**src/design/msq_pkg.sv**
```systemverilog
// Shared types, constants and lookup functions for the marching squares cell segment block.
package msq_pkg;

  localparam int VALUE_BITS = 32;
  localparam int MAG_W      = VALUE_BITS;
  localparam int DEN_W      = MAG_W + 1;
  localparam int SIZE_W     = 7;
  localparam int REM_W      = DEN_W + SIZE_W - 1;
  localparam int PIX_W      = 12;
  localparam int ROWS_W     = 11;
  localparam int ROW_IDX_W  = 10;
  localparam int LW_W       = 4;
  localparam int ROW_LIMIT  = 1024;
  localparam int DIV_STEPS  = SIZE_W;
  localparam int CNT_W      = $clog2(DIV_STEPS);
  localparam int CFG_IDX_W  = 3;
  localparam int CFG_DATA_W = 12;
  localparam int IN_DATA_W  = 4 * VALUE_BITS;
  localparam int SEG_BITS   = 4 * PIX_W + LW_W;
  localparam int OUT_DATA_W = ((SEG_BITS + 7) / 8) * 8;
  localparam int OUT_PAD_W  = OUT_DATA_W - SEG_BITS;

  localparam logic [SIZE_W-1:0]     CELL_SIZE_RST = SIZE_W'(16);
  localparam logic [ROWS_W-1:0]     ROWS_RST      = ROWS_W'(116);
  localparam logic [PIX_W-1:0]      TOP_RST       = '0;
  localparam logic [LW_W-1:0]       LINE_W_RST    = LW_W'(2);

  typedef enum logic [CFG_IDX_W-1:0] {
    CFG_CELL_SIZE,
    CFG_ROWS,
    CFG_TOP,
    CFG_LINE_WIDTH,
    CFG_INTERP
  } cfg_idx_t;

  // corner slots in the capture registers
  typedef enum logic [1:0] {C_TL, C_TR, C_BR, C_BL} corner_t;

  // crossing points, one per cell edge: left, bottom, right, top
  typedef enum logic [1:0] {PT_L, PT_B, PT_R, PT_T} pt_t;

  typedef struct packed {
    pt_t        p0s;
    pt_t        p0e;
    pt_t        p1s;
    pt_t        p1e;
    logic [1:0] n;
  } seg_plan_t;

  typedef enum logic [2:0] {
    ST_IDLE,
    ST_MUL,
    ST_DIV,
    ST_EMIT0,
    ST_EMIT1
  } state_t;

  typedef struct packed {
    logic load;
    logic mul;
    logic step;
    logic emit;
    logic emit_sel;
    logic emit_last;
    logic advance;
  } ctrl_cmd_t;

  typedef struct packed {
    logic [1:0] n_seg;
    logic       out_free;
  } dp_status_t;

  function automatic logic [MAG_W-1:0] mag(input logic [VALUE_BITS-1:0] raw);
    logic [MAG_W-1:0] m;
    m = raw[VALUE_BITS-1] ? (~raw + 1'b1) : raw;
    return m;
  endfunction

  function automatic seg_plan_t seg_plan(input logic [3:0] ms);
    seg_plan_t p;
    p = '{p0s: PT_L, p0e: PT_L, p1s: PT_L, p1e: PT_L, n: 2'd0};
    case (ms)
      4'd1, 4'd14: begin p.p0s = PT_L; p.p0e = PT_B; p.n = 2'd1; end
      4'd2, 4'd13: begin p.p0s = PT_B; p.p0e = PT_R; p.n = 2'd1; end
      4'd3, 4'd12: begin p.p0s = PT_L; p.p0e = PT_R; p.n = 2'd1; end
      4'd4, 4'd11: begin p.p0s = PT_T; p.p0e = PT_R; p.n = 2'd1; end
      4'd5: begin
        p.p0s = PT_B; p.p0e = PT_R; p.p1s = PT_L; p.p1e = PT_T; p.n = 2'd2;
      end
      4'd6, 4'd9:  begin p.p0s = PT_T; p.p0e = PT_B; p.n = 2'd1; end
      4'd7, 4'd8:  begin p.p0s = PT_L; p.p0e = PT_T; p.n = 2'd1; end
      4'd10: begin
        p.p0s = PT_T; p.p0e = PT_R; p.p1s = PT_L; p.p1e = PT_B; p.n = 2'd2;
      end
      default: p.n = 2'd0;
    endcase
    return p;
  endfunction

endpackage

```
**src/design/msq_ctrl.sv**
```systemverilog
// Controller state machine: sequences capture, multiply, division steps and segment requests.
module msq_ctrl (
  input  logic                  clk,
  input  logic                  rst_n,
  input  logic                  in_tvalid,
  output logic                  in_tready,
  input  msq_pkg::dp_status_t   status,
  output msq_pkg::ctrl_cmd_t    cmd
);

  msq_pkg::state_t              state_r, state_nxt;
  logic [msq_pkg::CNT_W-1:0]    cnt_r, cnt_nxt;

  always_ff @(posedge clk) begin
    if (!rst_n) begin
      state_r <= msq_pkg::ST_IDLE;
      cnt_r   <= '0;
    end else begin
      state_r <= state_nxt;
      cnt_r   <= cnt_nxt;
    end
  end

  always_comb begin
    state_nxt = state_r;
    cnt_nxt   = cnt_r;
    in_tready = 1'b0;
    cmd       = '0;
    case (state_r)
      msq_pkg::ST_IDLE: begin
        in_tready = 1'b1;
        if (in_tvalid) begin
          cmd.load  = 1'b1;
          state_nxt = msq_pkg::ST_MUL;
        end
      end
      msq_pkg::ST_MUL: begin
        cmd.mul   = 1'b1;
        cnt_nxt   = '0;
        state_nxt = msq_pkg::ST_DIV;
      end
      msq_pkg::ST_DIV: begin
        cmd.step = 1'b1;
        cnt_nxt  = msq_pkg::CNT_W'(cnt_r + 1'b1);
        if (cnt_r == msq_pkg::CNT_W'(msq_pkg::DIV_STEPS - 1)) begin
          state_nxt = msq_pkg::ST_EMIT0;
        end
      end
      msq_pkg::ST_EMIT0: begin
        if (status.n_seg == 2'd0) begin
          cmd.advance = 1'b1;
          state_nxt   = msq_pkg::ST_IDLE;
        end else if (status.out_free) begin
          cmd.emit      = 1'b1;
          cmd.emit_sel  = 1'b0;
          cmd.emit_last = (status.n_seg == 2'd1);
          if (status.n_seg == 2'd1) begin
            cmd.advance = 1'b1;
            state_nxt   = msq_pkg::ST_IDLE;
          end else begin
            state_nxt = msq_pkg::ST_EMIT1;
          end
        end
      end
      msq_pkg::ST_EMIT1: begin
        if (status.out_free) begin
          cmd.emit      = 1'b1;
          cmd.emit_sel  = 1'b1;
          cmd.emit_last = 1'b1;
          cmd.advance   = 1'b1;
          state_nxt     = msq_pkg::ST_IDLE;
        end
      end
      default: state_nxt = msq_pkg::ST_IDLE;
    endcase
  end

endmodule

```
**src/design/msq_dp.sv**
```systemverilog
// Datapath: config registers, scan position, a divider for each cell edge, segment output register.
module msq_dp (
  input  logic                              clk,
  input  logic                              rst_n,
  input  logic                              cfg_valid,
  input  logic [msq_pkg::CFG_IDX_W-1:0]     cfg_index,
  input  logic [msq_pkg::CFG_DATA_W-1:0]    cfg_data,
  input  logic [msq_pkg::IN_DATA_W-1:0]     in_tdata,
  input  logic                              in_tuser,
  output logic [msq_pkg::OUT_DATA_W-1:0]    out_tdata,
  output logic                              out_tlast,
  output logic                              out_tvalid,
  input  logic                              out_tready,
  input  msq_pkg::ctrl_cmd_t                cmd,
  output msq_pkg::dp_status_t               status
);

  localparam int VB = msq_pkg::VALUE_BITS;
  localparam int PW = msq_pkg::PIX_W;
  localparam int SW = msq_pkg::SIZE_W;

  logic [SW-1:0]                 cell_size_r;
  logic [msq_pkg::ROWS_W-1:0]    rows_r;
  logic [PW-1:0]                 top_r;
  logic [msq_pkg::LW_W-1:0]      line_w_r;
  logic                          interp_r;

  logic [PW-1:0]                 col_px_r, row_px_r;
  logic [msq_pkg::ROW_IDX_W-1:0] row_idx_r;
  logic [msq_pkg::ROWS_W-1:0]    row_next;

  logic [3:0]                    ms_r;
  logic [msq_pkg::MAG_W-1:0]     mag_r [4];
  logic [msq_pkg::REM_W-1:0]     rem_r [4];
  logic [msq_pkg::REM_W-1:0]     dsh_r [4];
  logic [SW-1:0]                 q_r   [4];
  logic [3:0]                    dz_r;

  logic [msq_pkg::MAG_W-1:0]     a_sel [4];
  logic [msq_pkg::MAG_W-1:0]     b_sel [4];
  logic [SW-1:0]                 off   [4];
  logic [PW-1:0]                 px    [4];
  logic [PW-1:0]                 py    [4];

  msq_pkg::seg_plan_t            plan;
  msq_pkg::pt_t                  ps, pe;

  logic [msq_pkg::OUT_DATA_W-1:0] out_tdata_r;
  logic                           out_tlast_r, out_tvalid_r;

  // config writes
  always_ff @(posedge clk) begin
    if (!rst_n) begin
      cell_size_r <= msq_pkg::CELL_SIZE_RST;
      rows_r      <= msq_pkg::ROWS_RST;
      top_r       <= msq_pkg::TOP_RST;
      line_w_r    <= msq_pkg::LINE_W_RST;
      interp_r    <= 1'b1;
    end else if (cfg_valid) begin
      case (cfg_index)
        msq_pkg::CFG_CELL_SIZE:  cell_size_r <= cfg_data[SW-1:0];
        msq_pkg::CFG_ROWS:       rows_r      <= cfg_data[msq_pkg::ROWS_W-1:0];
        msq_pkg::CFG_TOP:        top_r       <= cfg_data[PW-1:0];
        msq_pkg::CFG_LINE_WIDTH: line_w_r    <= cfg_data[msq_pkg::LW_W-1:0];
        msq_pkg::CFG_INTERP:     interp_r    <= cfg_data[0];
        default: ;
      endcase
    end
  end

  // scan position
  assign row_next = msq_pkg::ROWS_W'(row_idx_r) + 1'b1;

  always_ff @(posedge clk) begin
    if (!rst_n) begin
      col_px_r  <= '0;
      row_px_r  <= msq_pkg::TOP_RST;
      row_idx_r <= '0;
    end else if (cmd.load && in_tuser) begin
      col_px_r  <= '0;
      row_px_r  <= top_r;
      row_idx_r <= '0;
    end else if (cmd.advance) begin
      if (row_next >= rows_r || row_next >= msq_pkg::ROWS_W'(msq_pkg::ROW_LIMIT)) begin
        row_idx_r <= '0;
        row_px_r  <= top_r;
        col_px_r  <= col_px_r + PW'(cell_size_r);
      end else begin
        row_idx_r <= row_next[msq_pkg::ROW_IDX_W-1:0];
        row_px_r  <= row_px_r + PW'(cell_size_r);
      end
    end
  end

  // edge order: left (tl,bl), bottom (bl,br), right (tr,br), top (tl,tr)
  always_comb begin
    a_sel[msq_pkg::PT_L] = mag_r[msq_pkg::C_TL];
    b_sel[msq_pkg::PT_L] = mag_r[msq_pkg::C_BL];
    a_sel[msq_pkg::PT_B] = mag_r[msq_pkg::C_BL];
    b_sel[msq_pkg::PT_B] = mag_r[msq_pkg::C_BR];
    a_sel[msq_pkg::PT_R] = mag_r[msq_pkg::C_TR];
    b_sel[msq_pkg::PT_R] = mag_r[msq_pkg::C_BR];
    a_sel[msq_pkg::PT_T] = mag_r[msq_pkg::C_TL];
    b_sel[msq_pkg::PT_T] = mag_r[msq_pkg::C_TR];
  end

  // capture, multiply, then restoring division one quotient bit per step
  always_ff @(posedge clk) begin
    if (cmd.load) begin
      for (int c = 0; c < 4; c++) begin
        mag_r[c] <= msq_pkg::mag(in_tdata[c*VB +: VB]);
      end
      ms_r <= {~in_tdata[1*VB-1], ~in_tdata[2*VB-1], ~in_tdata[3*VB-1], ~in_tdata[4*VB-1]};
    end
    if (cmd.mul) begin
      for (int e = 0; e < 4; e++) begin
        rem_r[e] <= msq_pkg::REM_W'(cell_size_r) * msq_pkg::REM_W'(a_sel[e]);
        dsh_r[e] <= (msq_pkg::REM_W'(a_sel[e]) + msq_pkg::REM_W'(b_sel[e])) << (SW - 1);
        dz_r[e]  <= (a_sel[e] == '0) && (b_sel[e] == '0);
        q_r[e]   <= '0;
      end
    end else if (cmd.step) begin
      for (int e = 0; e < 4; e++) begin
        if (rem_r[e] >= dsh_r[e]) begin
          rem_r[e] <= rem_r[e] - dsh_r[e];
          q_r[e]   <= {q_r[e][SW-2:0], 1'b1};
        end else begin
          q_r[e]   <= {q_r[e][SW-2:0], 1'b0};
        end
        dsh_r[e] <= dsh_r[e] >> 1;
      end
    end
  end

  // crossing points
  always_comb begin
    for (int e = 0; e < 4; e++) begin
      if (!interp_r) begin
        off[e] = cell_size_r >> 1;
      end else if (dz_r[e]) begin
        off[e] = '0;
      end else begin
        off[e] = q_r[e];
      end
    end
    px[msq_pkg::PT_L] = col_px_r;
    py[msq_pkg::PT_L] = row_px_r + PW'(off[msq_pkg::PT_L]);
    px[msq_pkg::PT_B] = col_px_r + PW'(off[msq_pkg::PT_B]);
    py[msq_pkg::PT_B] = row_px_r + PW'(cell_size_r);
    px[msq_pkg::PT_R] = col_px_r + PW'(cell_size_r);
    py[msq_pkg::PT_R] = row_px_r + PW'(off[msq_pkg::PT_R]);
    px[msq_pkg::PT_T] = col_px_r + PW'(off[msq_pkg::PT_T]);
    py[msq_pkg::PT_T] = row_px_r;
  end

  assign plan = msq_pkg::seg_plan(ms_r);
  assign ps   = cmd.emit_sel ? plan.p1s : plan.p0s;
  assign pe   = cmd.emit_sel ? plan.p1e : plan.p0e;

  // output register
  always_ff @(posedge clk) begin
    if (!rst_n) begin
      out_tvalid_r <= 1'b0;
    end else if (cmd.emit) begin
      out_tvalid_r <= 1'b1;
    end else if (out_tready) begin
      out_tvalid_r <= 1'b0;
    end
  end

  always_ff @(posedge clk) begin
    if (cmd.emit) begin
      out_tdata_r <= {{msq_pkg::OUT_PAD_W{1'b0}}, line_w_r, py[pe], px[pe], py[ps], px[ps]};
      out_tlast_r <= cmd.emit_last;
    end
  end

  assign out_tdata       = out_tdata_r;
  assign out_tlast       = out_tlast_r;
  assign out_tvalid      = out_tvalid_r;
  assign status.n_seg    = plan.n;
  assign status.out_free = !out_tvalid_r || out_tready;

endmodule

```
**src/design/marching_squares_cell_segments.sv**
```systemverilog
// Top level of the marching squares cell segment generator.
//
//  channel | dir | handshake            | payload
//  in_     | in  | in_tvalid/in_tready  | tdata: four corners, tuser: frame_start
//  out_    | out | out_tvalid/out_tready| tdata: segment + stroke, tlast: last_segment
//  cfg_    | in  | cfg_valid/cfg_ready  | cfg_index, cfg_data
//
// A cell passes through capture, a multiply, then 7 restoring-division steps shared
// by the dividers of every cell edge, then a segment request for each segment into the output
// register.
// Reset is synchronous, active low; no clearing pass. A stalled output holds the
// segment machine; input is taken only while no cell is in progress.
module marching_squares_cell_segments (
  input  logic                              clk,
  input  logic                              rst_n,
  input  logic                              in_tvalid,
  output logic                              in_tready,
  // tdata: corner_top_left, corner_top_right, corner_bottom_right, corner_bottom_left
  input  logic [msq_pkg::IN_DATA_W-1:0]     in_tdata,
  // tuser: frame_start
  input  logic                              in_tuser,
  output logic                              out_tvalid,
  input  logic                              out_tready,
  // tdata: seg_x_start, seg_y_start, seg_x_end, seg_y_end, stroke_width, zero pad
  output logic [msq_pkg::OUT_DATA_W-1:0]    out_tdata,
  output logic                              out_tlast,
  input  logic                              cfg_valid,
  output logic                              cfg_ready,
  input  logic [msq_pkg::CFG_IDX_W-1:0]     cfg_index,
  input  logic [msq_pkg::CFG_DATA_W-1:0]    cfg_data
);

  msq_pkg::ctrl_cmd_t  cmd;
  msq_pkg::dp_status_t status;

  assign cfg_ready = 1'b1;

  msq_ctrl u_ctrl (
    .clk       (clk),
    .rst_n     (rst_n),
    .in_tvalid (in_tvalid),
    .in_tready (in_tready),
    .status    (status),
    .cmd       (cmd)
  );

  msq_dp u_dp (
    .clk        (clk),
    .rst_n      (rst_n),
    .cfg_valid  (cfg_valid),
    .cfg_index  (cfg_index),
    .cfg_data   (cfg_data),
    .in_tdata   (in_tdata),
    .in_tuser   (in_tuser),
    .out_tdata  (out_tdata),
    .out_tlast  (out_tlast),
    .out_tvalid (out_tvalid),
    .out_tready (out_tready),
    .cmd        (cmd),
    .status     (status)
  );

endmodule

```
**config.mk**
```make
export PLATFORM = sky130hd
export DESIGN_NAME = marching_squares_cell_segments
export DESIGN_NICKNAME = d
export VERILOG_FILES = /design/src/design/msq_pkg.sv /design/src/design/msq_ctrl.sv /design/src/design/msq_dp.sv /design/src/design/marching_squares_cell_segments.sv
export SDC_FILE = /design/constraint.sdc
export NUM_CORES = 2
export LEC_CHECK = 0
export BUFFER_PORTS_ARGS = -buffer_cell sky130_fd_sc_hd__buf_4
export CAP_MARGIN = 10
export CORE_UTILIZATION = 55
export CTS_CLUSTER_DIAMETER = 150
export DETAILED_ROUTE_END_ITERATION = 7
export PLACE_DENSITY = 0.72
export SKIP_LAST_GASP = 1
export SLEW_MARGIN = 40
export SYNTH_ARGS = -nofsm -noshare
export SYNTH_HDL_FRONTEND = slang
export SYNTH_SLANG_ARGS = --single-unit
```
**constraint.sdc**
```tcl
create_clock -name clk -period 11 [get_ports clk]
set_input_delay 1.1 -clock clk [delete_from_list [all_inputs] [get_ports clk]]
set_output_delay 1.1 -clock clk [all_outputs]
set_load 0.05 [all_outputs]
```
Word-level counts from Yosys, hierarchy flattened

Memories as Yosys holds them, arrays and structs flattened.
Cells that the tools add are included.
Widths: inputs -> output; s select.

Register bits after elaboration: 137
RAM bits: 468
Input bits: 149
Output and inout bits: 60
Memories: 4

Memories:

| memory     | depth | width | read ports | clocked after Yosys merged registers in | write ports | line         | RTL |
|---|---|---|---|---|---|---|---|
| u_dp.dsh_r | 4     | 39    | 4          | 0                                       | 4           | msq_dp.sv:35 | `logic [msq_pkg::REM_W-1:0] dsh_r [4];` |
| u_dp.rem_r | 4     | 39    | 4          | 0                                       | 4           | msq_dp.sv:34 | `logic [msq_pkg::REM_W-1:0] rem_r [4];` |
| u_dp.mag_r | 4     | 32    | 4          | 0                                       | 4           | msq_dp.sv:33 | `logic [msq_pkg::MAG_W-1:0] mag_r [4];` |
| u_dp.q_r   | 4     | 7     | 4          | 0                                       | 4           | msq_dp.sv:36 | `logic [SW-1:0] q_r [4];` |

$add $sub $neg: 20
Multipliers: 3
$lt $le $gt $ge: 8
Equal/unequal tests: 28
Mux-type cells: 109
Bitwise gates (word level): 27
Reduce and logical (&&, ||, !) cells: 34

Operators with widths:

| operator              | count |
|---|---|
| $mux 39               | 8 |
| $ge 39x39->1          | 4 |
| $sub 39x39->39        | 4 |
| $add 32x32->33        | 4 |
| $mux 12               | 11 |
| $add 32x1->32 const B | 4 |
| $logic_not 32->1      | 4 |
| $mux 32               | 4 |
| $not 32->32           | 4 |
| $mul 7x32->39         | 3 |
| $mux 7                | 16 |
| $bmux 12 s2           | 4 |
| $add 12x7->12         | 6 |
| $mux 1                | 48 |
| $eq 4x4->1 const B    | 7 |
| $pmux 4 s6            | 1 |
| $mux 3                | 7 |
| $eq 4x3->1 const B    | 4 |
| $or 1x1->1            | 16 |
| $pmux 3 s5            | 1 |
| $eq 3x2->1 const B    | 4 |
| $reduce_and 2->1      | 6 |
| $reduce_or 12->1      | 1 |
| $reduce_or 2->1       | 6 |
| 29 further kinds      | 52 |

Longest topological paths before layout

Depth after elaboration: 13
Mapped depth: 23
Gate-level depth less buffers: 20

Hierarchy

From an unflattened synthesis, not the netlist that was laid out.

Cell total of the unflattened synthesis: 6962
Area total of the unflattened synthesis: 63525.9 um^2

Modules (own cells, without submodules):

| module                         | times used | cells an instance | area an instance (um^2) | seq. area each (um^2) |
|---|---|---|---|---|
| msq_dp                         | 1          | 6904              | 63021.7                 | 17256.6 |
| msq_ctrl                       | 1          | 56                | 493.0                   | 120.1 |
| marching_squares_cell_segments | 1          | 2                 | 11.3                    | 0.0 |

Worst setup path before layout

No wires, ideal clock.

Path kind: flip-flop to flip-flop
Start: reg u_ctrl.state_r[0]
End: reg u_dp.row_px_r[8]
Library setup time: 0.128 ns
Arrival: 6.229 ns
Required time: 10.872 ns
Setup slack: 4.643 ns
Cell stages (with the launch flop): 10
Path buffers: 2
Cell sequence: dfxtp_1 clkbuf_1 nor3_1 and2_1 nand2_1 nand2b_1 clkbuf_1 o21ai_0 a2bb2oi_1 nor2_1

RTL lines:

| item                   | line           | RTL |
|---|---|---|
| start, declared        | msq_ctrl.sv:11 | `msq_pkg::state_t state_r, state_nxt;` |
| start signal, assigned | msq_ctrl.sv:16 | `state_r <= msq_pkg::ST_IDLE;` |
| start signal, assigned | msq_ctrl.sv:19 | `state_r <= state_nxt;` |
| end signal, assigned   | msq_dp.sv:77   | `row_px_r <= msq_pkg::TOP_RST;` |
| end signal, assigned   | msq_dp.sv:81   | `row_px_r <= top_r;` |
| end signal, assigned   | msq_dp.sv:86   | `row_px_r <= top_r;` |
| end, declared          | msq_dp.sv:28   | `logic [PW-1:0] col_px_r, row_px_r;` |

==> flow_summary.json <==
{
  "grtUsageTotal_pct": 31.5,
  "antenna_found_initial": 6,
  "multi_input_area_um2": 42600,
  "synth_edf_count": 526,
  "hold_buffers": 0,
  "synth-compound-area-share_pct": 16.4,
  "clkSlewWorstSetupHoldPaths_ns": 0.06,
  "ant_nets": 0,
  "area_growth_pct": 8.55,
  "yosysMostFrequentCell": "inv_1",
  "avgSynthCellArea_um2": 9.20,
  "rsz0062_at_grt": "no",
  "rows": 124,
  "wire_per_inst_um": 21.6,
  "placed_cell_area_um2": 66300,
  "vias": 52000,
  "cts_made_buffers": 74,
  "drive_above_1_share_pct": 6.85,
  "synth_xor_xnor_area_share_pct": 7.15,
  "timing.setup.tns_ns": 0,
  "hold_viol": 0,
  "grt-ovfl-total": 0,
  "drt_iter0_drc": 4122,
  "async_reset_ff_share_pct": 0,
  "cap_violations": 0,
  "critPathCaptureType": "flop",
  "synthCells": 6896,
  "synth_top_family_by_area": "adder cells",
  "fin_crit_sh_pct": 63.2,
  "via_per_inst": 6.08,
  "nets": 8102,
  "outcome": "finished clean",
  "cp.arrival_ns": 7.31,
  "slew_viol_final": 0,
  "synth_area_leader_cell": "edfxtp_1",
  "ys_seq_elements": 605,
  "ys_seq_area_share_pct": 27.4,
  "ctsHtreeMaxLevel": 3,
  "ir_worst_vdd_mv": 0.135,
  "worst_pin_slew_ns": 0.962,
  "first_pass_iters": 6,
  "drc": 0,
  "synth_simple_gate_area_share_pct": 16.8,
  "grt_pass1_wl_um": 286000,
  "grt_pass1_vias": 50900,
  "core_um2": 114000,
  "root_buffer": "clkbuf_16",
  "design_area_um2": 68800,
  "synthAdderAreaFrac_pct": 24.7,
  "ioPinCount": 209,
  "cp.required_ns": 11.36,
  "cts_buffer_depth": 3,
  "synthTopCellsByCount": "inv_1 (697), nand2_1 (629), and2_1 (550), edfxtp_1 (526), ha_1 (515)",
  "postCtsSetupBuffers": 0,
  "grt_max_degree": 125,
  "synth_warnings": 0,
  "dieHeight_um": 342,
  "die_area_um2": 117000,
  "path_max_fanout": 77,
  "routed_wl_um": 184000,
  "layout_min_cycle_time_ns": 6.95,
  "synth.area.top_cells": "edfxtp_1 (25%), fa_1 (15%), ha_1 (10%)",
  "clock-skew-final_ns": 0.0320,
  "initial_core_util_pct": 55.5,
  "gp_congestion": 0.968,
  "synthMuxAreaShare_pct": 1.96,
  "cts_tree": "done",
  "slew_headroom_pct": 35.9,
  "yosys.area.top_type_share_pct": 24.9,
  "dpl.hpwl_um": 140000,
  "clkSinkCount": 605,
  "clock_latency_ns": 0.66,
  "die_w_um": 342,
  "power.density_nw_per_um2": 165,
  "regArea_um2": 17400,
  "min_path_type": "reg2reg",
  "power_leakage_nw": 30.9,
  "critical_path_class": "reg2reg",
  "ys.flop_type": "edfxtp_1",
  "port_buffers": 203,
  "synthDistinctLibCells": 88,
  "cts_resized": 0,
  "setup_viol": 0,
  "fillers": 9900,
  "netlist_area_um2": 63400,
  "start_kind": "flop",
  "fmax_mhz": 144
}
==> worst max-delay path: stages (launching register included) <==
cell and delay [ns]:
dfxtp_2 0.63, buf_4 0.74, and2_1 0.27, fa_1 0.45, fa_1 0.51, fa_1 0.49
inv_1 0.05, fa_1 0.47, inv_1 0.04, ha_1 0.34, and3_1 0.20, and3_1 0.20
a211oi_1 0.58, o21ai_0 0.38, a211oi_1 0.53, or3_1 0.21, a31oi_1 0.07, o22a_1 0.18
xnor2_1 0.14, mux2i_1 0.09
==> placed cells by master (no fill, tap or decap), types with 73 or more instances in the layout <==
cell type and n:
a21o_1 261, a21oi_1 466, and2_1 549, buf_4 237, clkbuf_16 76, edfxtp_1 526
fa_1 461, ha_1 515, inv_1 697, nand2_1 625, nand3_1 98, nor2_1 371
o21ai_0 333, o21bai_1 73, o22ai_1 86, xnor2_1 338, xor2_1 180
==> report_power, final <==
group | internal [mW] | switching (mW) | leakage, nW | total [mW]
sequential | 3.10 | 0.403 | 5.66 | 3.50
combinational | 2.08 | 3.21 | 24.0 | 5.29
clock | 1.50 | 1.06 | 1.21 | 2.56
total | 6.68 | 4.67 | 30.9 | 11.3
==> routing by layer <==
metal | up-vias | GRT usage, % | wire, µm | part of all wire, %
met3 | 388 | 5.22 | 15000 | 8.1
met4 | 10 | 11.8 | 7420 | 4.0
met5 | - | 0 | 53 | 0.029
met2 | 2040 | 51.8 | 85400 | 46
li1 | 24100 | - | - | -
met1 | 25400 | 41.6 | 76400 | 41
==> sequential cells by signal (all words and copies together), names as in the netlist <==
name / cells
u_ctrl.cnt_r: 3
u_ctrl.state_r: 3
u_dp.cell_size_r: 7
u_dp.col_px_r: 12
u_dp.dsh_r: 156
u_dp.dz_r: 4
u_dp.interp_r: 1
u_dp.line_w_r: 4
u_dp.mag_r: 128
u_dp.ms_r: 4
u_dp.out_tdata: 52
u_dp.out_tlast: 1
u_dp.out_tvalid: 1
u_dp.q_r: 28
u_dp.rem_r: 156
u_dp.row_idx_r: 10
u_dp.row_px_r: 12
u_dp.rows_r: 11
u_dp.top_r: 12
==> cell type report <==
type	instances	area share, %
flip-flops and latches	605	25.3
diodes	2	0.00727
clock buffers	91	2.87
inverters	701	3.82
well taps	1512	2.75
clock inverters	43	0.725
repair buffers	243	2.70
multi-input cells	5352	61.9
==> worst paths after layout <==
check                                    from                           end  slack (ns)  cells after the start
max reg2reg  u_dp.cell_size_r[2]$_SDFFE_PN0P_   u_dp.rem_r[0][77]$_DFFE_PP_        4.05                     19
min             u_dp.line_w_r[0]$_SDFFE_PN0P_  u_dp.out_tdata[48]$_DFFE_PP_        0.44                      0
max          u_dp.cell_size_r[2]$_SDFFE_PN0P_   u_dp.rem_r[0][77]$_DFFE_PP_        4.05                     19
min reg2reg     u_dp.line_w_r[0]$_SDFFE_PN0P_  u_dp.out_tdata[48]$_DFFE_PP_        0.44                      0
==> stage by stage <==
stage,hold slack [ns],worst slack [ns],std cells,util (%),power (mW)
after floorplan,0.408,4.64,6899,-,7.27
after global placement,0.413,4.21,8413,58.0,8.63
after detailed placement,0.421,4.13,8413,58.0,8.71
after CTS,0.434,4.09,8547,60.2,11.3
after global routing,0.452,3.65,8547,60.2,12.0
final,0.439,4.05,8549,60.2,11.3
==> logic make-up after synthesis <==
group                      Yosys count
AOI/OAI and AO/OA                 1636
xor gates and xnor gates           518
adders and majority gates          976
buffers and inverters              942
DFF                                605
muxes                              107
other                                2
and+or+nand+nor                   2110
Note: power is estimated with default switching activity, not from simulation.
